### config.mk
export PLATFORM = sky130hd
export DESIGN_NAME = date_difference_in_days_unit
export DESIGN_NICKNAME = d
export VERILOG_FILES = /design/src/sv/datediff_pkg.sv /design/src/sv/date_difference_in_days_unit.sv
export SDC_FILE = /design/constraint.sdc
export NUM_CORES = 1
export LEC_CHECK = 0
export BUFFER_PORTS_ARGS = -buffer_cell sky130_fd_sc_hd__buf_2
export CAP_MARGIN = 5
export CELL_PAD_IN_SITES_DETAIL_PLACEMENT = 1
export CELL_PAD_IN_SITES_GLOBAL_PLACEMENT = 1
export CORE_ASPECT_RATIO = 1.25
export CORE_MARGIN = 2
export CORE_UTILIZATION = 38
export CTS_BUF_LIST = sky130_fd_sc_hd__clkbuf_2
export CTS_CLUSTER_DIAMETER = 200
export DETAILED_ROUTE_END_ITERATION = 10
export GPL_TIMING_DRIVEN = 1
export PLACE_DENSITY = 0.66
export SLEW_MARGIN = 20
export SYNTH_ARGS = -nofsm -noshare
export SYNTH_HDL_FRONTEND = slang
export SYNTH_SLANG_ARGS = --single-unit
### constraint.sdc
create_clock -name clk -period 8.61 [get_ports clk]
set_input_delay 1.722 -clock clk [delete_from_list [all_inputs] [get_ports clk]]
set_output_delay 1.722 -clock clk [all_outputs]
set_load 0.01 [all_outputs]
### src/sv/datediff_pkg.sv
// Package for the date difference unit: transaction structs, calendar
// constants and small calendar helper functions.
// No dependencies.
package datediff_pkg;

    localparam int unsigned DayW   = 5;
    localparam int unsigned MonthW = 4;
    localparam int unsigned YearW  = 14;
    localparam int unsigned CountW = 22;
    localparam int unsigned ModW   = 9;

    localparam logic [YearW-1:0]  YearMax   = YearW'(9999);
    localparam logic [YearW-1:0]  QuadCent  = YearW'(400);
    localparam logic [ModW-1:0]   QuadCentM = ModW'(399);
    localparam logic [MonthW-1:0] MonthJan  = MonthW'(1);
    localparam logic [MonthW-1:0] MonthFeb  = MonthW'(2);
    localparam logic [MonthW-1:0] MonthDec  = MonthW'(12);

    typedef struct packed {
        logic [DayW-1:0]   start_day;
        logic [MonthW-1:0] start_month;
        logic [YearW-1:0]  start_year;
        logic [DayW-1:0]   end_day;
        logic [MonthW-1:0] end_month;
        logic [YearW-1:0]  end_year;
        logic              include_end;
    } datediff_req_t;

    typedef struct packed {
        logic [CountW-1:0] day_count;
        logic              bad_date;
    } datediff_res_t;

    // Leap test from the year taken modulo 400.
    function automatic logic leap_from_mod(input logic [ModW-1:0] r);
        logic cent;
        cent = (r == ModW'(100)) || (r == ModW'(200)) || (r == ModW'(300));
        return (r == '0) || (!cent && (r[1:0] == 2'b00));
    endfunction

    function automatic logic [DayW-1:0] month_length(input logic [MonthW-1:0] m,
                                                     input logic leap);
        logic [DayW-1:0] len;
        case (m)
            MonthFeb:                  len = leap ? DayW'(29) : DayW'(28);
            4'd4, 4'd6, 4'd9, 4'd11:   len = DayW'(30);
            default:                   len = DayW'(31);
        endcase
        return len;
    endfunction

    function automatic logic date_ok(input logic [DayW-1:0] d,
                                     input logic [MonthW-1:0] m,
                                     input logic [YearW-1:0] y,
                                     input logic leap);
        return (y != '0) && (y <= YearMax) && (m >= MonthJan) && (m <= MonthDec)
            && (d != '0) && (d <= month_length(m, leap));
    endfunction

endpackage

### src/sv/date_difference_in_days_unit.sv
// Top level of the Gregorian date difference unit.
// Depends on datediff_pkg for the transaction structs and calendar helpers.
//
// Usage: drive request and raise start while busy is low; the transaction is
// taken at that clock edge and busy rises on the next cycle. One result
// follows each request: done pulses high for exactly one cycle with result
// valid in that same cycle. The receiver cannot stall, so a result must be
// captured in the cycle done is high.
//
// Sequence: a shared 14-bit subtractor first reduces the end year and then
// the start year modulo 400 (one subtraction of 400 per cycle), a check
// state then checks both dates, and the walk then advances the date by one
// day per cycle, counting the days between the dates (up to 3652058).
// An invalid date ends the transaction right after the check. The next
// request may be issued in the cycle done is high.
//
// Reset (rst_n low, asynchronous) returns the sequencer to idle, clears
// done and the running count, and sets the walked date to January 1, year 1.
module date_difference_in_days_unit
    import datediff_pkg::*;
(
    input  logic          clk,
    input  logic          rst_n,
    input  logic          start,
    input  datediff_req_t request,
    output logic          busy,
    output logic          done,
    output datediff_res_t result
);

    typedef enum logic [4:0] {
        S_IDLE      = 5'b00001,
        S_RED_END   = 5'b00010,
        S_RED_START = 5'b00100,
        S_CHECK     = 5'b01000,
        S_WALK      = 5'b10000
    } state_t;

    state_t            state_reg, state_next;
    datediff_req_t     req_reg, req_next;
    logic [YearW-1:0]  rem_reg, rem_next;
    logic [ModW-1:0]   mod_reg, mod_next;
    logic              end_leap_reg, end_leap_next;
    logic [DayW-1:0]   walk_day_reg, walk_day_next;
    logic [MonthW-1:0] walk_month_reg, walk_month_next;
    logic [YearW-1:0]  walk_year_reg, walk_year_next;
    logic [CountW-1:0] count_reg, count_next;
    logic              done_reg, done_next;
    datediff_res_t     result_reg, result_next;

    logic              rem_ge;
    logic [YearW-1:0]  rem_sub;
    logic              walk_leap;
    logic [DayW-1:0]   walk_len;
    logic              walk_before;

    // The single shared subtractor used for both modulo reductions.
    assign rem_ge  = (rem_reg >= QuadCent);
    assign rem_sub = rem_reg - QuadCent;

    assign walk_leap   = leap_from_mod(mod_reg);
    assign walk_len    = month_length(walk_month_reg, walk_leap);
    assign walk_before = {walk_year_reg, walk_month_reg, walk_day_reg}
                       < {req_reg.end_year, req_reg.end_month, req_reg.end_day};

    always_comb
    begin
        state_next      = state_reg;
        req_next        = req_reg;
        rem_next        = rem_reg;
        mod_next        = mod_reg;
        end_leap_next   = end_leap_reg;
        walk_day_next   = walk_day_reg;
        walk_month_next = walk_month_reg;
        walk_year_next  = walk_year_reg;
        count_next      = count_reg;
        done_next       = 1'b0;
        result_next     = result_reg;

        unique case (state_reg)
            S_IDLE:
            begin
                if (start)
                begin
                    req_next   = request;
                    rem_next   = request.end_year;
                    state_next = S_RED_END;
                end
            end
            S_RED_END:
            begin
                if (rem_ge)
                begin
                    rem_next = rem_sub;
                end
                else
                begin
                    end_leap_next = leap_from_mod(rem_reg[ModW-1:0]);
                    rem_next      = req_reg.start_year;
                    state_next    = S_RED_START;
                end
            end
            S_RED_START:
            begin
                if (rem_ge)
                begin
                    rem_next = rem_sub;
                end
                else
                begin
                    mod_next   = rem_reg[ModW-1:0];
                    state_next = S_CHECK;
                end
            end
            S_CHECK:
            begin
                walk_day_next   = req_reg.start_day;
                walk_month_next = req_reg.start_month;
                walk_year_next  = req_reg.start_year;
                count_next      = '0;
                if (!date_ok(req_reg.start_day, req_reg.start_month,
                             req_reg.start_year, leap_from_mod(mod_reg))
                    || !date_ok(req_reg.end_day, req_reg.end_month,
                                req_reg.end_year, end_leap_reg))
                begin
                    result_next.day_count = '0;
                    result_next.bad_date  = 1'b1;
                    done_next             = 1'b1;
                    state_next            = S_IDLE;
                end
                else
                begin
                    state_next = S_WALK;
                end
            end
            S_WALK:
            begin
                if (walk_before)
                begin
                    count_next = count_reg + CountW'(1);
                    if (walk_day_reg == walk_len)
                    begin
                        walk_day_next = DayW'(1);
                        if (walk_month_reg == MonthDec)
                        begin
                            walk_month_next = MonthJan;
                            walk_year_next  = walk_year_reg + YearW'(1);
                            mod_next = (mod_reg == QuadCentM) ? '0 : mod_reg + ModW'(1);
                        end
                        else
                        begin
                            walk_month_next = walk_month_reg + MonthW'(1);
                        end
                    end
                    else
                    begin
                        walk_day_next = walk_day_reg + DayW'(1);
                    end
                end
                else
                begin
                    count_next            = count_reg + CountW'(req_reg.include_end);
                    result_next.day_count = count_reg + CountW'(req_reg.include_end);
                    result_next.bad_date  = 1'b0;
                    done_next             = 1'b1;
                    state_next            = S_IDLE;
                end
            end
            default:
            begin
                state_next = S_IDLE;
            end
        endcase
    end

    always_ff @(posedge clk or negedge rst_n)
    begin
        if (!rst_n)
        begin
            state_reg      <= S_IDLE;
            done_reg       <= 1'b0;
            walk_day_reg   <= DayW'(1);
            walk_month_reg <= MonthJan;
            walk_year_reg  <= YearW'(1);
            count_reg      <= '0;
        end
        else
        begin
            state_reg      <= state_next;
            done_reg       <= done_next;
            walk_day_reg   <= walk_day_next;
            walk_month_reg <= walk_month_next;
            walk_year_reg  <= walk_year_next;
            count_reg      <= count_next;
        end
    end

    always_ff @(posedge clk)
    begin
        req_reg      <= req_next;
        rem_reg      <= rem_next;
        mod_reg      <= mod_next;
        end_leap_reg <= end_leap_next;
        result_reg   <= result_next;
    end

    assign busy   = (state_reg != S_IDLE);
    assign done   = done_reg;
    assign result = result_reg;

`ifndef SYNTHESIS
    // A result is only ever presented once the sequencer is back in idle.
    a_done_idle: assert property (@(posedge clk) disable iff (!rst_n)
        done |-> !busy)
        else $error("result strobe while sequencer busy");

    // An invalid date always reports a zero count.
    a_bad_zero: assert property (@(posedge clk) disable iff (!rst_n)
        (done && result.bad_date) |-> (result.day_count == '0))
        else $error("bad date with nonzero count");

    // An accepted transaction makes the unit busy on the next cycle.
    a_accept_busy: assert property (@(posedge clk) disable iff (!rst_n)
        (start && !busy) |=> busy)
        else $error("accepted transaction did not start the sequencer");

    // While walking, the running count never decreases.
    a_count_mono: assert property (@(posedge clk) disable iff (!rst_n)
        (state_reg == S_WALK && $past(state_reg == S_WALK)) |->
        (count_reg >= $past(count_reg)))
        else $error("running count decreased during walk");
`endif

endmodule
==> key figures, run 1 <==
Yosys
  – Post-Syn Instances: just over 800
  – Asr flop ratio synth: about a third
  – Commonest cells post-synth: edfxtp_1 (94), nand2_1 (91), o21ai_0 (61), nor2_1 (60), a21oi_1 (57)
  – Most frequent cell after synthesis: edfxtp_1
  – Syn Std Cell Area: 8080 um2
  – Seq/Total Area, Yosys: between 50 and 60%
  – Flops & latches, synth: about 150
  – Post-synth top area share: a little over a third
  – Synth cell types: 64
  – Warning count from the yosys run: 0
  – Number of flops mapped to enable cells by yosys: 94
  – Top_reg_cell synth: edfxtp_1
  – Syn_area_per_cell: roughly 10 um2
  – Ranking of synthesized cells by area: edfxtp_1 (35%), dfrtp_1 (15%), ha_1 (6.4%)
  – Cell accounting for the most synthesized area: edfxtp_1
  – Syn nets: 905

Worst setup path
  – Cell family with most CP delay: simple AND/OR/NAND/NOR gates
  – Setup CP Type: register to primary output
  – Max Fanout on Critical Path: 5
  – CP max stage delay: roughly 0.52 ns
  – Worst r2r dst: walk_year_reg[6]
  – Worst flop-to-flop path startpoint: state_reg[3]
  – Worst EP arrival: roughly 2.5 ns
  – Crit path capture: busy
  – Buf/Inv on CP: 2
  – Cell Chain, Critical Path: or3_4, nor3b_1, inv_1, buf_2
  – R2R setup slack: between 4 and 5 ns
  – Worst setup path startpoint: state_reg[3]
  – R2R cell count: 9
  – CP Depth: 4
  – Worst path slowest cell: nor3b_1
  – Worst path required time: ~6.9 ns
  – Crit path capture type: primary output
  – Startpoint type of the worst setup path: register

Clock tree
  – Clock Sinks: 145
  – Clock Pin Slew Worst Setup and Hold Paths: 0.24 ns
  – Clk buf depth: 2
  – Cts bufs inserted: 17
  – Number of hold buffers added after CTS: 0
  – Cts repair resizes: 0
  – CTS root buf: clkbuf_2
  – Clock latency on the worst-skew pair: 0.74 ns
  – CTS tree: yes
  – Setup Buffers After CTS: 0
  – H-tree level count: 4

Global route
  – Antenna violations before repair: 1
  – Remaining global-route overflow: 0
  – Most used routing layer: met2
  – Met3 usage: 3.35%
  – Largest net degree at the start of global routing: between 70 and 80
  – GR Util met1: around a quarter
  – First-pass GRT wire length: 38200 um
  – GR Util met2: between 30% and 40%
  – Overall Global Routing Usage: roughly 22%
  – Vias in the first global route: 7195

Power and ir drop
  – Static Leak: approximately 0.0035 uW
  – Peak VDD IR: approximately 0.15 mV
  – Pwr/cell area: around 250 nW/um2

Placed design
  – Final GP Congestion: 0.877
  – Placed Cells: between 1k and 1.5k
  – Dpl ws: around 4.8 ns
  – IO Port Bufs: 74
  – Final HPWL DP: 17600 um

Job
  – Max_cap viols: 0

Floorplan
  – Total core area: roughly 21000 um2
  – Die Ht: between 150 and 200 um
  – IO Pins: 75
  – Area of the die: roughly 22000 um2
  – Die W: between 100 and 150 um
  – Site Rows: just under 60
  – Initial core utilization: about 39%

STA
  – Final Hold Vio Count: 0
  – Setup TNS: 0 ns
  – Setup violators final: 0
  – Slew @ Worst Pin: 1.07 ns
  – Normalized max-slew margin: between 20 and 30%
  – Final Skew: ~0.044 ns
  – Final Max Slew Viols: 0
  – Setup ws final: 4.40 ns
  – Setup repair after global routing missed its margin: no
  – Period Utilization, post-route: 48.9%
  – Final critical-path required period: about 4.2 ns
  – Peak Freq: around 240 MHz
  – Hold WS: 0.571 ns

Routing
  – # DRC: 0
  – Routed Wire Length: between 20000 and 25000 um
  – Via density: approximately 5.7
  – 1st-pass router iterations: 4
  – Antenna viol nets, final: 0
  – Via count: around 6.6k
  – Routed len/inst: around 20 um
  – DR iter-0 viols: roughly 340

Finish
  – Ratio of cells with drive above 1 in the final layout: 14.9%
  – Area grow syn2layout: 11.3%
  – Max reg flops: 47
  – Fin nets: slightly below 1k
  – Fillcell total: ~2.4k
  – Non-filler instance count after layout: roughly 1.2k

Min path
  – Worst Hold Class: register to register

Status
  – Outcome: finished clean
area by class of cell:
cell class	count	area, um2	share of cell area, %
sequential	145	4100	45.7
multi-input combinational	591	3670	40.9
tap	274	343	3.82
timing repair buffer	82	430	4.79
inverter	45	169	1.88
clock buffer	19	95.1	1.06
clock inverter	13	164	1.82
antenna	3	7.51	0.0835
per-layer routing:
| layer | wire length [um] | up-vias |
|---|---|---|
| li1 | - | 3148 |
| met1 | 9780 | 3329 |
| met2 | 12200 | 128 |
| met3 | 665 | 38 |
| met4 | 846 | 0 |
| met5 | 0 | - |
cell families after synthesis:
group | synth area share [%]
fa+ha+maj | 6.35
mux | 1.67
flops | 50.8
compound gates | 15.7
simple gates | 18.3
xor+xnor | 3.36
buf+inv | 3.77
cell usage in the layout, fill, tap and decap left out, types with 4 or more instances in the layout:
cell type / count
dfrtp_1: 47
o22ai_1: 9
nor3_1: 18
o21ai_1: 12
and2_1: 5
buf_4: 8
nor4_1: 15
inv_1: 44
clkinvlp_4: 5
o211ai_1: 12
dfstp_2: 4
nand2b_1: 4
a22o_1: 5
buf_2: 74
nand2_1: 91
clkbuf_2: 19
nand4_1: 13
nor3b_1: 5
xnor2_1: 17
mux2i_1: 9
or3_1: 12
o221ai_1: 4
and3_1: 11
or4_1: 6
nor2_1: 60
nand3_1: 41
a31oi_1: 8
a21oi_1: 57
edfxtp_1: 94
ha_1: 41
a22oi_1: 12
xor2_1: 14
mux2_2: 4
o21ai_0: 60
how the worst min path moves through the flow:
stage / startpoint / end / slack (ns) / cells after the start
after floorplan: walk_day_reg[0] / walk_day_reg[0] / 0.49 / 2
after global placement: walk_month_reg[0] / walk_month_reg[0] / 0.51 / 2
after detailed placement: rem_reg[1] / mod_reg[1] / 0.54 / 2
after CTS: walk_month_reg[0] / walk_month_reg[0] / 0.57 / 2
after global routing: walk_month_reg[0] / walk_month_reg[0] / 0.59 / 2
final: walk_month_reg[0] / walk_month_reg[0] / 0.57 / 2
power by group:
group / switching (uW) / internal (uW) / leakage [uW] / total [uW]
sequential: 186 / 944 / 0.00151 / 1130
clock: 268 / 165 / 0.000143 / 433
combinational: 453 / 271 / 0.00182 / 724
worst register-to-register path, stage by stage (launching register included):
cell	delay (ns)
dfrtp_1	0.47
or3_4	0.40
nor3b_4	0.16
buf_4	0.52
inv_2	0.05
buf_4	0.38
or3_1	0.63
a221oi_4	0.67
o21ai_1	0.15
a22o_1	0.27
metrics by stage:
stage | area (um2) | utilization (%) | total power, uW
after global routing | 8990 | 43.2 | 2450
final | 8990 | 43.2 | 2290
after CTS | 8980 | 43.1 | 2300
after global placement | 8720 | 41.9 | 1800
after floorplan | 8080 | - | 1580
after detailed placement | 8720 | 41.9 | 1870
No activity file was read; power rests on OpenSTA's default activity.
==> run 2: changes to the inputs <==
--- a/config.mk
+++ b/config.mk
@@ -16,7 +16,7 @@
 export CTS_CLUSTER_DIAMETER = 200
 export DETAILED_ROUTE_END_ITERATION = 10
 export GPL_TIMING_DRIVEN = 1
-export PLACE_DENSITY = 0.66
+export PLACE_DENSITY = 0.69
 export SLEW_MARGIN = 20
 export SYNTH_ARGS = -nofsm -noshare
 export SYNTH_HDL_FRONTEND = slang
==> constraint.sdc (replaced) <==
create_clock -name clk -period 3.7 [get_ports clk]
set_input_delay 0.74 -clock clk [delete_from_list [all_inputs] [get_ports clk]]
set_output_delay 0.74 -clock clk [all_outputs]
set_load 0.01 [all_outputs]
==> run 2 against run 1 <==
Compared with the run above: global-route usage down 0.95 points; register-to-register slack got worse by 4.5 ns; non-clock buffer count rose by 10; first-iteration DRC count is 4.5% higher; power rose by 130%; clock power is 110% higher; routed wire length down 2.9%; cell area grew 0.61%; hold slack worse by 0.45 ns; count of clock-buffer cells in the layout down 2; critical path type is now register to register; critical endpoint is now result[20].
==> key figures, run 2 (synthesis results as in run 1) <==
Clock tree
  – CTS root buf: clkbuf_2
  – Cts bufs inserted: 17 (unchanged)
  – Clock latency on the worst-skew pair: 0.71 ns (-0.03 ns)
  – Clk buf depth: 2 (unchanged)
  – H-tree level count: 4 (unchanged)
  – Clock Sinks: 145 (unchanged)
  – Setup Buffers After CTS: 0 (unchanged)
  – Number of hold buffers added after CTS: 0 (unchanged)
  – Clock Pin Slew Worst Setup and Hold Paths: 0.23 ns (about the same)
  – Cts repair resizes: 0 (unchanged)
  – CTS tree: yes

Power and ir drop
  – Peak VDD IR: 0.254 mV (+70%)
  – Pwr/cell area: 574 nW/um2 (+130%)
  – Internal cell power: 3130 uW (+130%)
  – Static Leak: 0.00352 uW (+1.3%)
  – Clock power share: 17.5% (-1.4 points)
  – Flop pwr share: 50.1% (+0.7 points)
  – P_sw: 2070 uW (+130%)
  – Comb pwr share: 32.4% (+0.7 points)
  – Net Sw Frac: 39.8% (+0.17 points)

Floorplan
  – IO Pins: 75 (unchanged)
  – Total core area: 20800 um2 (unchanged)
  – Die Ht: 167 um (unchanged)
  – Die W: 134 um (unchanged)
  – Area of the die: 22400 um2 (unchanged)
  – Initial core utilization: 38.8% (unchanged)
  – Site Rows: 59 (unchanged)

Job
  – Max_cap viols: 0 (unchanged)

STA
  – Setup repair after global routing missed its margin: no
  – Peak Freq: just under 300 MHz
  – Final critical-path required period: 3.38 ns
  – Final Hold Vio Count: 0 (unchanged)
  – Slew @ Worst Pin: 0.880 ns (-0.185 ns)
  – Period Utilization, post-route: approximately nine tenths
  – Setup violators final: 0 (unchanged)
  – Normalized max-slew margin: 41.3% (+12 points)
  – Final Skew: 0.0350 ns (-0.00941 ns)
  – Setup TNS: 0 ns (unchanged)
  – Final Max Slew Viols: 0 (unchanged)

Routing
  – Via count: 6574 (-1.0%)
  – DR iter-0 viols: 352 (+4.5%)
  – Routed Wire Length: 22800 um (-2.9%)
  – Antenna viol nets, final: 0 (unchanged)
  – 1st-pass router iterations: 5 (+1)
  – Routed len/inst: 19.3 um (-3.6%)
  – Via density: 5.57 (-1.7%)
  – # DRC: 0 (unchanged)

Worst setup path
  – Worst EP arrival: 3.85 ns (+1.36 ns)
  – Worst path required time: 4.17 ns (-2.72 ns)
  – Startpoint type of the worst setup path: register
  – Setup CP Type: register to register
  – Crit path capture type: register
  – Max Fanout on Critical Path: 23 (+18)

Finish
  – Fin nets: 983 (+1.0%)
  – Area of the multi-input gates: 3670 um2 (about the same)
  – Commonest non-fill, non-tap cell in the layout: edfxtp_1
  – Area grow syn2layout: 12.0%
  – Reg area: 4100 um2 (unchanged)
  – Final core occ: 43.4% (+0.26 points)
  – Max reg flops: 47 (unchanged)
  – Ratio of cells with drive above 1 in the final layout: 15.7% (+0.83 points)
  – Most frequent cells in the layout: edfxtp_1 (94), nand2_1 (91), buf_2 (74)
  – Fillcell total: 2449 (+0.49%)

Global route
  – Largest net degree at the start of global routing: 55 (-29%)
  – Vias in the first global route: 6976 (-3.0%)
  – Antenna violations before repair: 1 (unchanged)
  – Remaining global-route overflow: 0 (unchanged)
  – First-pass GRT wire length: 36500 um (-4.4%)
  – Overall Global Routing Usage: 20.9% (-0.95 points)

Status
  – Outcome: finished clean

Placed design
  – Final GP Congestion: 0.912 (+4.0%)
  – IO Port Bufs: 74 (unchanged)
  – Final HPWL DP: 17100 um (-2.9%)

Min path
  – Worst Hold Class: input port to asynchronous set/reset pin
run 2: power groups by stage:
stage	clock (uW)	sequential [uW]	combinational, uW
after floorplan	0	2470	1200
after global placement	0	2620	1640
after detailed placement	0	2640	1700
after CTS	951	2600	1710
after global routing	1010	2660	1920
final	908	2600	1680
run 2: worst paths after layout:
| kind | startpoint | endpoint | slack [ns] | cells after the start |
|---|---|---|---|---|
| setup / recovery | mod_reg[5] | result[20] | 0.32 | 14 |
| hold / removal | rst_n | count_reg[0] | 0.12 | 1 |
| setup reg to reg | mod_reg[5] | result[20] | 0.32 | 14 |
| hold reg to reg | walk_month_reg[0] | walk_month_reg[0] | 0.55 | 2 |
| max in group asynchronous | rst_n | state_reg[0] | 2.79 | 2 |
| min in group clk | request[32] | req_reg[32] | 0.18 | 1 |
run 2: worst max-delay path, cell delays in order (launching register included):
cell,delay (ns)
edfxtp_1,0.51
or3b_1,0.44
or4_1,0.54
nand3_1,0.12
a21oi_1,0.07
nor3_1,0.14
a31oi_1,0.07
ha_1,0.29
nand2_1,0.05
nand4_1,0.08
o21ai_0,0.07
nor3_1,0.32
nand2b_1,0.21
o21ai_2,0.09
buf_12,0.17
run 2: through the flow:
| stage | instances | worst slack [ns] | hold WS (ns) | area (um2) | power (uW) |
|---|---|---|---|---|---|
| after detailed placement | 1147 | 0.384 | 0.524 | 8810 | 4340 |
| after global placement | 1147 | 0.455 | 0.518 | 8810 | 4260 |
| after CTS | 1179 | 0.174 | 0.0512 | 9040 | 5260 |
| after floorplan | 814 | 0.122 | 0.444 | 8080 | 3670 |
| after global routing | 1180 | 0.0598 | 0.0656 | 9040 | 5590 |
| final | 1180 | 0.317 | 0.125 | 9040 | 5190 |
run 2: per-layer routing:
metal | global-route usage (%) | vias to the layer above | part of all wire (%)
li1 | - | 3170 | -
met1 | 24.9 | 3237 | 42
met2 | 38.2 | 136 | 53
met3 | 3.23 | 31 | 2.7
met4 | 6.86 | 0 | 2.3
met5 | 0 | - | 0
run 2: area by class of cell:
class	instances	share of cell area, %
Sequential cell	145	45.4
Clock inverter	15	1.63
Multi-Input combinational cell	591	40.6
Timing Repair Buffer	92	5.73
Clock buffer	17	0.941
Inverter	45	1.87
Antenna cell	1	0.0277
Tap cell	274	3.79
